`config.mk`:
```
export PLATFORM = sky130hd
export DESIGN_NAME = congestion_burst_allocator
export DESIGN_NICKNAME = d
export VERILOG_FILES = /design/src/hw/rtl/cba_pkg.sv /design/src/hw/rtl/cba_ram.sv /design/src/hw/rtl/cba_div.sv /design/src/hw/rtl/cba_ctrl.sv /design/src/hw/rtl/cba_datapath.sv /design/src/hw/rtl/congestion_burst_allocator.sv
export SDC_FILE = /design/constraint.sdc
export NUM_CORES = 2
export LEC_CHECK = 0
export BUFFER_PORTS_ARGS = -buffer_cell sky130_fd_sc_hd__buf_2
export CAP_MARGIN = 15
export CORE_ASPECT_RATIO = 0.9
export CORE_UTILIZATION = 30
export DETAILED_ROUTE_END_ITERATION = 16
export HOLD_SLACK_MARGIN = 0.03
export PLACE_DENSITY_LB_ADDON = 0.05
export RECOVER_POWER = 25
export SLEW_MARGIN = 20
export SYNTH_ARGS = -nofsm -noshare
export SYNTH_HDL_FRONTEND = slang
export SYNTH_SLANG_ARGS = --single-unit
```
`constraint.sdc`:
```
create_clock -name clk -period 9.53 [get_ports clk]
set_input_delay 1.906 -clock clk [delete_from_list [all_inputs] [get_ports clk]]
set_output_delay 1.906 -clock clk [all_outputs]
set_load 0.02 [all_outputs]
```
`src/hw/rtl/cba_pkg.sv`:
```
`timescale 1ns / 1ps
// Shared types and constants for the congestion burst allocator.
// No dependencies.
package cba_pkg;

	localparam int MAX_USERS_DEF = 32;
	localparam int DIV_NW = 40;       // dividend width of the serial divider
	localparam int DIV_DW = 32;       // divisor width of the serial divider
	localparam int IDX_W = 16;
	localparam int UID_W = 8;
	localparam int DFLT_W = 12;
	localparam int BURST_W = 24;
	localparam int CNTO_W = 6;
	localparam int PADDR_W = 3;
	localparam int PDATA_W = 32;
	localparam logic [IDX_W-1:0] ONE_Q88 = 16'd256;
	localparam logic [IDX_W-1:0] TWO_Q88 = 16'd512;
	localparam logic [IDX_W-1:0] HUNDRED_Q88 = 16'd25600;
	localparam logic [DFLT_W-1:0] DFLT_RST = 12'd256;
	// floor(d/5) == (d*3277) >> 14 for every 12-bit d
	localparam logic [11:0] FIFTH_MUL = 12'd3277;
	localparam int FIFTH_SH = 14;
	localparam logic REG_DEFAULT_BURST = 1'b0;

	typedef enum logic [1:0] {
		DSEL_IDX,
		DSEL_BONUS,
		DSEL_PEN
	} div_sel_t;

	typedef enum logic [3:0] {
		ST_IDLE,
		ST_CHK,
		ST_DIVI,
		ST_STORE,
		ST_CLOSE,
		ST_SRD,
		ST_SCHK,
		ST_SDIV,
		ST_PEN,
		ST_PDIV,
		ST_ORD,
		ST_OCHK,
		ST_ODIV,
		ST_OEMIT,
		ST_FIN
	} state_t;

	typedef struct packed {
		logic     cap;
		logic     div_start;
		div_sel_t div_sel;
		logic     store;
		logic     rd;
		logic     acc;
		logic     pen_ld;
		logic     emit;
		logic     ptr_clr;
		logic     ptr_inc;
		logic     exc_clr;
		logic     round_clr;
	} cba_cmd_t;

	typedef struct packed {
		logic full;
		logic last;
		logic ptr_end;
		logic cur_cong;
		logic need_pen;
		logic div_done;
	} cba_sts_t;

endpackage

```
`src/hw/rtl/cba_ram.sv`:
```
`timescale 1ns / 1ps
// Generic single-write, single-read RAM with registered read data.
// No dependencies.
module cba_ram #(
	parameter int WIDTH = 24,
	parameter int DEPTH = 32
) (
	input  logic                                    clk,
	input  logic                                    we,
	input  logic [((DEPTH > 1) ? $clog2(DEPTH) : 1)-1:0] waddr,
	input  logic [WIDTH-1:0]                        wdata,
	input  logic                                    re,
	input  logic [((DEPTH > 1) ? $clog2(DEPTH) : 1)-1:0] raddr,
	output logic [WIDTH-1:0]                        rdata
);
	logic [WIDTH-1:0] mem_q [DEPTH];

	always_ff @(posedge clk) begin
		if (we) begin
			mem_q[waddr] <= wdata;
		end
		if (re) begin
			rdata <= mem_q[raddr];
		end
	end
endmodule

```
`src/hw/rtl/cba_div.sv`:
```
`timescale 1ns / 1ps
// Restoring serial divider, one quotient bit per cycle.
// Depends on cba_pkg.
module cba_div (
	input  logic                      clk,
	input  logic                      arst_n,
	input  logic                      start,
	input  logic [cba_pkg::DIV_NW-1:0] dividend,
	input  logic [cba_pkg::DIV_DW-1:0] divisor,
	output logic                      done,
	output logic [cba_pkg::DIV_NW-1:0] quotient
);
	import cba_pkg::*;
	localparam int CW = $clog2(DIV_NW + 1);

	logic [DIV_DW-1:0] rem_q, dvs_q;
	logic [DIV_NW-1:0] quo_q;
	logic [CW-1:0]     cnt_q;
	logic              run_q, done_q;
	logic [DIV_DW:0]   trial;
	logic              ge;

	assign trial = {rem_q, quo_q[DIV_NW-1]};
	assign ge = trial >= {1'b0, dvs_q};

	always_ff @(posedge clk or negedge arst_n) begin
		if (!arst_n) begin
			run_q <= 1'b0;
			done_q <= 1'b0;
			cnt_q <= '0;
		end else begin
			done_q <= 1'b0;
			if (start) begin
				run_q <= 1'b1;
				cnt_q <= CW'(DIV_NW);
			end else if (run_q) begin
				cnt_q <= cnt_q - 1'b1;
				if (cnt_q == CW'(1)) begin
					run_q <= 1'b0;
					done_q <= 1'b1;
				end
			end
		end
	end

	always_ff @(posedge clk) begin
		if (start) begin
			rem_q <= '0;
			quo_q <= dividend;
			dvs_q <= divisor;
		end else if (run_q) begin
			if (ge) begin
				rem_q <= DIV_DW'(trial - {1'b0, dvs_q});
			end else begin
				rem_q <= trial[DIV_DW-1:0];
			end
			quo_q <= {quo_q[DIV_NW-2:0], ge};
		end
	end

	assign done = done_q;
	assign quotient = quo_q;
endmodule

```
`src/hw/rtl/cba_ctrl.sv`:
```
`timescale 1ns / 1ps
// Round sequencer: store pass per item, then excess, penalty and output passes.
// Depends on cba_pkg.
module cba_ctrl (
	input  logic              clk,
	input  logic              arst_n,
	input  logic              start,
	output logic              busy,
	input  cba_pkg::cba_sts_t sts,
	output cba_pkg::cba_cmd_t cmd
);
	import cba_pkg::*;

	state_t state_q, state_d;

	always_ff @(posedge clk or negedge arst_n) begin
		if (!arst_n) begin
			state_q <= ST_IDLE;
		end else begin
			state_q <= state_d;
		end
	end

	always_comb begin
		state_d = state_q;
		unique case (state_q)
			ST_IDLE: if (start) state_d = ST_CHK;
			ST_CHK: begin
				if (!sts.full) state_d = ST_DIVI;
				else if (sts.last) state_d = ST_CLOSE;
				else state_d = ST_IDLE;
			end
			ST_DIVI: if (sts.div_done) state_d = ST_STORE;
			ST_STORE: state_d = sts.last ? ST_CLOSE : ST_IDLE;
			ST_CLOSE: state_d = ST_SRD;
			ST_SRD: state_d = sts.ptr_end ? ST_PEN : ST_SCHK;
			ST_SCHK: state_d = sts.cur_cong ? ST_SDIV : ST_SRD;
			ST_SDIV: if (sts.div_done) state_d = ST_SRD;
			ST_PEN: state_d = sts.need_pen ? ST_PDIV : ST_ORD;
			ST_PDIV: if (sts.div_done) state_d = ST_ORD;
			ST_ORD: state_d = sts.ptr_end ? ST_FIN : ST_OCHK;
			ST_OCHK: state_d = sts.cur_cong ? ST_ODIV : ST_OEMIT;
			ST_ODIV: if (sts.div_done) state_d = ST_OEMIT;
			ST_OEMIT: state_d = ST_ORD;
			ST_FIN: state_d = ST_IDLE;
			default: state_d = ST_IDLE;
		endcase
	end

	always_comb begin
		cmd = '0;
		cmd.div_sel = DSEL_IDX;
		unique case (state_q)
			ST_IDLE: cmd.cap = start;
			ST_CHK: cmd.div_start = !sts.full;
			ST_STORE: cmd.store = 1'b1;
			ST_CLOSE: begin
				cmd.ptr_clr = 1'b1;
				cmd.exc_clr = 1'b1;
			end
			ST_SRD: cmd.rd = !sts.ptr_end;
			ST_SCHK: begin
				cmd.div_sel = DSEL_BONUS;
				cmd.div_start = sts.cur_cong;
				cmd.ptr_inc = !sts.cur_cong;
			end
			ST_SDIV: begin
				cmd.acc = sts.div_done;
				cmd.ptr_inc = sts.div_done;
			end
			ST_PEN: begin
				cmd.div_sel = DSEL_PEN;
				cmd.div_start = sts.need_pen;
				cmd.ptr_clr = 1'b1;
			end
			ST_PDIV: cmd.pen_ld = sts.div_done;
			ST_ORD: cmd.rd = !sts.ptr_end;
			ST_OCHK: begin
				cmd.div_sel = DSEL_BONUS;
				cmd.div_start = sts.cur_cong;
			end
			ST_OEMIT: begin
				cmd.emit = 1'b1;
				cmd.ptr_inc = 1'b1;
			end
			ST_FIN: cmd.round_clr = 1'b1;
			default: cmd.round_clr = 1'b0;
		endcase
	end

	assign busy = (state_q != ST_IDLE);

	a_start_only_idle: assert property (@(posedge clk) disable iff (!arst_n)
		cmd.div_start |=> !cmd.div_start)
		else $error("divider restarted back to back");
	a_emit_after_read: assert property (@(posedge clk) disable iff (!arst_n)
		cmd.emit |-> $past(state_q) == ST_OCHK || $past(state_q) == ST_ODIV)
		else $error("emit without fresh entry");
	a_cap_idle: assert property (@(posedge clk) disable iff (!arst_n)
		cmd.cap |=> busy)
		else $error("item taken but not busy");
endmodule

```
`src/hw/rtl/cba_datapath.sv`:
```
`timescale 1ns / 1ps
// Datapath: input capture, index/bonus/penalty division, user store and result registers.
// Depends on cba_pkg, cba_ram, cba_div.
module cba_datapath #(
	parameter int MAX_USERS = cba_pkg::MAX_USERS_DEF
) (
	input  logic                          clk,
	input  logic                          arst_n,
	input  logic [cba_pkg::UID_W-1:0]     user_id,
	input  logic [31:0]                   queued_bytes,
	input  logic [31:0]                   sent_rate,
	input  logic                          last_user,
	input  logic [cba_pkg::DFLT_W-1:0]    dflt,
	input  cba_pkg::cba_cmd_t             cmd,
	output cba_pkg::cba_sts_t             sts,
	output logic                          strobe,
	output logic [cba_pkg::UID_W-1:0]     out_user_id,
	output logic [cba_pkg::IDX_W-1:0]     congestion_index,
	output logic [cba_pkg::BURST_W-1:0]   burst_credit,
	output logic                          is_congested,
	output logic [cba_pkg::CNTO_W-1:0]    congested_count,
	output logic                          last_result
);
	import cba_pkg::*;
	localparam int CNT_W = $clog2(MAX_USERS + 1);
	localparam int ADDR_W = (MAX_USERS > 1) ? $clog2(MAX_USERS) : 1;
	localparam int EXC_W = 20 + CNT_W;
	localparam int ENT_W = UID_W + IDX_W;

	logic [UID_W-1:0]  uid_q;
	logic [31:0]       queued_q, rate_q;
	logic              last_q;
	logic [CNT_W-1:0]  user_total_q, cong_total_q, ptr_q;
	logic [EXC_W-1:0]  excess_q, pen_q;
	logic              strobe_q;

	logic [DIV_NW-1:0] div_nd, quot;
	logic [DIV_DW-1:0] div_dv;
	logic              div_done;
	logic [ENT_W-1:0]  rd_ent;
	logic [IDX_W-1:0]  idx_new, rd_idx, idx_m;
	logic [27:0]       prod;
	logic [CNT_W-1:0]  normal;
	logic [DFLT_W-1:0] minb, dmm;
	logic [23:0]       fifth_prod;
	logic [BURST_W:0]  cong_sum;
	logic [BURST_W-1:0] burst;
	logic              rd_cong;
	logic [31:0]       nc_ext;

	assign rd_idx = rd_ent[IDX_W-1:0];
	assign rd_cong = rd_idx > ONE_Q88;
	assign idx_m = (rd_idx > TWO_Q88) ? rd_idx : TWO_Q88;
	assign prod = 28'(dflt) * 28'(idx_m);
	assign normal = user_total_q - cong_total_q;

	always_comb begin
		if (rate_q == '0) begin
			idx_new = (queued_q != '0) ? HUNDRED_Q88 : '0;
		end else if (quot > DIV_NW'(16'hFFFF)) begin
			idx_new = 16'hFFFF;
		end else begin
			idx_new = quot[IDX_W-1:0];
		end
	end

	always_comb begin
		unique case (cmd.div_sel)
			DSEL_IDX: begin
				div_nd = {queued_q, 8'd0};
				div_dv = rate_q;
			end
			DSEL_BONUS: begin
				div_nd = DIV_NW'(prod[27:8]);
				div_dv = DIV_DW'(cong_total_q);
			end
			DSEL_PEN: begin
				div_nd = DIV_NW'(excess_q);
				div_dv = DIV_DW'(normal);
			end
			default: begin
				div_nd = '0;
				div_dv = '0;
			end
		endcase
	end

	cba_div u_div (
		.clk      (clk),
		.arst_n   (arst_n),
		.start    (cmd.div_start),
		.dividend (div_nd),
		.divisor  (div_dv),
		.done     (div_done),
		.quotient (quot)
	);

	cba_ram #(.WIDTH(ENT_W), .DEPTH(MAX_USERS)) u_ram (
		.clk   (clk),
		.we    (cmd.store),
		.waddr (user_total_q[ADDR_W-1:0]),
		.wdata ({uid_q, idx_new}),
		.re    (cmd.rd),
		.raddr (ptr_q[ADDR_W-1:0]),
		.rdata (rd_ent)
	);

	always_ff @(posedge clk) begin
		if (cmd.cap) begin
			uid_q <= user_id;
			queued_q <= queued_bytes;
			rate_q <= sent_rate;
			last_q <= last_user;
		end
	end

	always_ff @(posedge clk or negedge arst_n) begin
		if (!arst_n) begin
			user_total_q <= '0;
			cong_total_q <= '0;
			ptr_q <= '0;
			excess_q <= '0;
			pen_q <= '0;
			strobe_q <= 1'b0;
		end else begin
			strobe_q <= cmd.emit;
			if (cmd.store) begin
				user_total_q <= user_total_q + 1'b1;
				if (idx_new > ONE_Q88) cong_total_q <= cong_total_q + 1'b1;
			end else if (cmd.round_clr) begin
				user_total_q <= '0;
				cong_total_q <= '0;
			end
			if (cmd.ptr_clr) ptr_q <= '0;
			else if (cmd.ptr_inc) ptr_q <= ptr_q + 1'b1;
			if (cmd.exc_clr) begin
				excess_q <= '0;
				pen_q <= '0;
			end else begin
				if (cmd.acc) excess_q <= excess_q + EXC_W'(quot[19:0]);
				if (cmd.pen_ld) pen_q <= quot[EXC_W-1:0];
			end
		end
	end

	// minimum credit is a fifth of the default
	assign fifth_prod = 24'(dflt) * 24'(FIFTH_MUL);
	assign minb = DFLT_W'(fifth_prod >> FIFTH_SH);
	assign dmm = dflt - minb;
	assign cong_sum = (BURST_W + 1)'(dflt) + (BURST_W + 1)'(quot[20:0]);

	always_comb begin
		if (rd_cong) begin
			burst = cong_sum[BURST_W] ? '1 : cong_sum[BURST_W-1:0];
		end else if (pen_q > EXC_W'(dmm)) begin
			burst = BURST_W'(minb);
		end else begin
			burst = BURST_W'(dflt - pen_q[DFLT_W-1:0]);
		end
	end

	assign nc_ext = 32'(cong_total_q);

	always_ff @(posedge clk) begin
		if (cmd.emit) begin
			out_user_id <= rd_ent[ENT_W-1:IDX_W];
			congestion_index <= rd_idx;
			burst_credit <= burst;
			is_congested <= rd_cong;
			congested_count <= nc_ext[CNTO_W-1:0];
			last_result <= ((CNT_W + 1)'(ptr_q) + 1'b1) == (CNT_W + 1)'(user_total_q);
		end
	end

	assign strobe = strobe_q;
	assign sts.full = user_total_q >= CNT_W'(MAX_USERS);
	assign sts.last = last_q;
	assign sts.ptr_end = ptr_q >= user_total_q;
	assign sts.cur_cong = rd_cong;
	assign sts.need_pen = (normal != '0) && (excess_q != '0);
	assign sts.div_done = div_done;

	a_emit_in_range: assert property (@(posedge clk) disable iff (!arst_n)
		cmd.emit |-> ptr_q < user_total_q)
		else $error("emit beyond stored users");
	a_store_count: assert property (@(posedge clk) disable iff (!arst_n)
		cmd.store |=> user_total_q == $past(user_total_q) + 1'b1)
		else $error("store did not count");
	a_cong_le_total: assert property (@(posedge clk) disable iff (!arst_n)
		cong_total_q <= user_total_q)
		else $error("congested count above user count");
endmodule

```
`src/hw/rtl/congestion_burst_allocator.sv`:
```
`timescale 1ns / 1ps
// Stored item: check, the 40-step index division, then store; an item
// dropped on a full store takes only the check.
// Closing item then runs the excess pass, a penalty division when needed and the output pass;
// each congested user takes a bonus division in the excess pass and again in the output pass.
// One result beat per user in the output pass; the receiver cannot stall.
// Reset: asynchronous, counts cleared, default_burst back to 1.0; store contents undefined.
module congestion_burst_allocator #(
	parameter int MAX_USERS = cba_pkg::MAX_USERS_DEF
) (
	input  logic                               clk,
	input  logic                               arst_n,
	input  logic                               start,
	output logic                               busy,
	input  logic [cba_pkg::UID_W-1:0]          user_id,
	input  logic [31:0]                        queued_bytes,
	input  logic [31:0]                        sent_rate,
	input  logic                               last_user,
	output logic                               strobe,
	output logic [cba_pkg::UID_W-1:0]          out_user_id,
	output logic [cba_pkg::IDX_W-1:0]          congestion_index,
	output logic [cba_pkg::BURST_W-1:0]        burst_credit,
	output logic                               is_congested,
	output logic [cba_pkg::CNTO_W-1:0]         congested_count,
	output logic                               last_result,
	input  logic                               psel,
	input  logic                               penable,
	input  logic                               pwrite,
	input  logic [cba_pkg::PADDR_W-1:0]        paddr,
	input  logic [cba_pkg::PDATA_W-1:0]        pwdata,
	output logic [cba_pkg::PDATA_W-1:0]        prdata,
	output logic                               pready
);
	import cba_pkg::*;

	logic [DFLT_W-1:0] dflt_q;
	cba_cmd_t cmd;
	cba_sts_t sts;

	assign pready = 1'b1;

	always_ff @(posedge clk or negedge arst_n) begin
		if (!arst_n) begin
			dflt_q <= DFLT_RST;
		end else if (psel && penable && pwrite && paddr[2] == REG_DEFAULT_BURST) begin
			dflt_q <= pwdata[DFLT_W-1:0];
		end
	end

	assign prdata = (paddr[2] == REG_DEFAULT_BURST) ? PDATA_W'(dflt_q) : '0;

	cba_ctrl u_ctrl (
		.clk    (clk),
		.arst_n (arst_n),
		.start  (start),
		.busy   (busy),
		.sts    (sts),
		.cmd    (cmd)
	);

	cba_datapath #(.MAX_USERS(MAX_USERS)) u_dp (
		.clk              (clk),
		.arst_n           (arst_n),
		.user_id          (user_id),
		.queued_bytes     (queued_bytes),
		.sent_rate        (sent_rate),
		.last_user        (last_user),
		.dflt             (dflt_q),
		.cmd              (cmd),
		.sts              (sts),
		.strobe           (strobe),
		.out_user_id      (out_user_id),
		.congestion_index (congestion_index),
		.burst_credit     (burst_credit),
		.is_congested     (is_congested),
		.congested_count  (congested_count),
		.last_result      (last_result)
	);
endmodule
```
==> metrics.cfg <==
[run_status]
status=finished, violations left
violations=max-capacitance violations, max-slew violations

[power_and_ir_drop]
intPower_mw=13.7
power_frac_comb=0.522
leakage_nw=24.1
p_sw_frac=0.407
power_frac_clock=0.223
netSwitchingPower_mw=9.45
seqPwrFrac=0.256
p_per_area_nw_per_um2=352
irDropWorstVdd_mv=0.536

[route]
dr_total_vias=35100
drtIter0Drc=2068
routedWlPerCell_um=24.3
route.detailed.drc=0
dr.pass1.iters=7
drt-total-wl_um=174000
vias_per_cell=4.90
drtAntennaViolNets=0

[finish]
final_area_um2=65800
layout.nets=5090
nFillCells=18500
drive_above_1_share=0.145
syn_to_final_growth_pct=15.0

[clocking]
clk_path_buf_depth=3
clkLatencyLatePin_ns=0.78
cts_root_buffer=clkbuf_16
cts_buffers=136
post_cts.repair.setup_buffers=0
cts-resized-gates=0
htreeDepth=4
cts.sinks=1119
clk_pin_slew_ns=0.06
cts_tree=done
cts-hold-fix-buffers=0

[sta]
finalCritPeriodShare=0.932
drv_slew=365
min_period_ns=8.88
fin_tns_setup_ns=0
relSlewSlack=-1.53
max_freq_mhz=113
holdWs_ns=0.421
worstMarginPinSlew_ns=3.79
fin_ws_ns=0.648
hold_viol=0
rsz0062_at_grt=false
setup-violations-final=0
worst_clock_skew_ns=0.0453

[synthesis]
synth_top_area_cell=edfxtp_1
synthTopCellsByArea=edfxtp_1 52%, fa_1 6.4%, ha_1 5.8%
async_reset_ff_frac=0.0849
ys_warn_count=0
yosys_register_bits=1119
synth_cell_types=100
ys.flop_type=edfxtp_1
synth_area_um2=57200
yosysTopAreaCellShare=0.520
seq_area_frac_synth=0.573
syn_area_per_cell_um2=13.2
synthTopCellsByCount=992 x edfxtp_1, 442 x nand2_1, 329 x inv_1
synthCells=4339
synth_edf_count=992
synth_most_common_cell=edfxtp_1

[critical_path]
cp-start-kind=flip-flop
reg2reg_slack_ns=0.65
crit_top_cell=a21o_1
crit_slowest_cell=fa_1
required_ns=10.04
arrival_ns=9.39
critPathKind=reg -> reg
reg2reg_from=dflt_q[2]
critPathLaunch=dflt_q[2]
critPathMaxFanout=12
cpPeakStageDelay_ns=0.56
cp-end-kind=flip-flop

[global_route]
track_usage=0.181
grt_pass1_wl_um=256000
grt-ovfl-total=0
grt_start_max_net_pins=116
grt_pass1_vias=36800
antenna_found_initial=12

[placement]
gp_congestion=0.776
post_dp_cell_area_um2=61400
portBuffers=161
dpl_worst_slack_ns=0.241
dp_hpwl_um=109000

[floorplan]
coreArea_um2=189000
start_util=0.303
io_pins=205
die-area_um2=193000
die_x_um=462
fp-row-count=151
chipHeight_um=416

[worst_hold_path]
hold_path_class=reg -> reg
hold_start=u_dp.u_ram.rdata[22]

[run]
maxCapViolCount=9

-- placed cells by master, fill, tap and decap left out, types with 13 or more instances in the layout --
cell type    n
a211oi_1    18
a21o_1      49
a21oi_1    168
a221oi_1    17
a31oi_1     32
and2_1      34
and3_1      72
buf_2      135
buf_4       82
clkbuf_1    72
clkbuf_16  138
clkinv_1    25
clkinv_2    26
conb_1      21
dfrtp_1     86
dfxtp_1     32
edfxtp_1   992
fa_1       182
ha_1       264
inv_1      329
mux2_2      62
mux2i_1    153
mux4_2      96
nand2_1    441
nand2b_1    21
nand3_1     91
nand4_1     31
nor2_1     132
nor2_4      32
nor2b_1     29
nor3_1      22
nor4_1      38
o211ai_1    13
o21a_1      25
o21ai_0    222
o221ai_1    75
o22ai_1     30
o31ai_1     29
xnor2_1     85
xor2_1      37
-- cell type report --
type | count | area (um2) | share of cell area
multi-input combinational | 2670 | 22500 | 0.341
timing repair buffer | 272 | 1700 | 0.0258
clock inverter | 81 | 848 | 0.0129
antenna | 2 | 5.00 | 0.0000760
sequential | 1119 | 32800 | 0.499
inverter | 331 | 1240 | 0.0189
clock buffer | 168 | 3600 | 0.0546
tap | 2524 | 3160 | 0.0480
-- state kept, by name, indices dropped and copies added (netlist names), 12 cells and up --
signal / cells
u_dp.queued_q: 32
u_dp.pen_q: 26
u_dp.congestion_index: 16
u_dp.rate_q: 32
u_dp.u_ram.mem_q: 768
u_dp.u_ram.rdata: 24
u_dp.excess_q: 26
u_dp.u_div.quotient: 40
dflt_q: 12
u_dp.burst_credit: 23
u_dp.u_div.dvs_q: 32
u_dp.u_div.rem_q: 32
-- power groups by stage --
stage	sequential [mW]	combinational [mW]	clock (mW)
6_report	5.93	12.1	5.17
5_1_grt	5.97	13.9	5.52
4_1_cts	5.93	12.4	5.34
3_5_place_dp	6.03	12.3	0
3_3_place_gp	6.04	12.4	0
2_1_floorplan	5.87	9.07	0
-- final timing paths --
| path | to | cells after the start |
|---|---|---|
| max in group asynchronous | u_dp.ptr_q[0] | 2 |
| worst max-delay path | u_dp.burst_credit[8] | 36 |
| worst max register to register | u_dp.burst_credit[8] | 36 |
| worst min register to register | u_dp.out_user_id[6] | 0 |
| min in group asynchronous | dflt_q[7] | 1 |
| worst min-delay path | u_dp.out_user_id[6] | 0 |
-- critical path: cells and delay by family, from the launching register on --
| family | cells | cell delay (ns) |
|---|---|---|
| DFF | 1 | 0.48 |
| and+or+nand+nor | 3 | 0.30 |
| AOI/OAI and AO/OA | 17 | 3.24 |
| adders and majority gates | 9 | 3.54 |
| xor gates and xnor gates | 3 | 0.53 |
| buffers and inverters | 4 | 0.52 |
-- stage by stage --
| step | cells | total power [mW] | util |
|---|---|---|---|
| 3_3_place_gp | 6904 | 18.4 | 0.324 |
| 6_report | 7167 | 23.2 | 0.349 |
| 4_1_cts | 7159 | 23.7 | 0.349 |
| 2_1_floorplan | 4358 | 14.9 | - |
| 3_5_place_dp | 6910 | 18.3 | 0.325 |
| 5_1_grt | 7166 | 25.4 | 0.349 |
-- logic make-up after synthesis --
| family | Yosys count | synth area share |
|---|---|---|
| compound gates | 772 | 0.0878 |
| mux | 311 | 0.0767 |
| xor+xnor | 124 | 0.0191 |
| fa+ha+maj | 448 | 0.122 |
| buf+inv | 569 | 0.0407 |
| flops | 1119 | 0.573 |
| other cells | 2 | 0.000131 |
| simple gates | 994 | 0.0807 |
-- per-layer routing --
layer | global-route usage | up-vias | wire length (um)
met2 | 0.304 | 549 | 84100
met5 | 0 | - | 8
li1 | - | 16400 | -
met3 | 0.0269 | 208 | 5520
met1 | 0.242 | 18000 | 80200
met4 | 0.0502 | 2 | 4410
(Power assumes the default switching activity.)
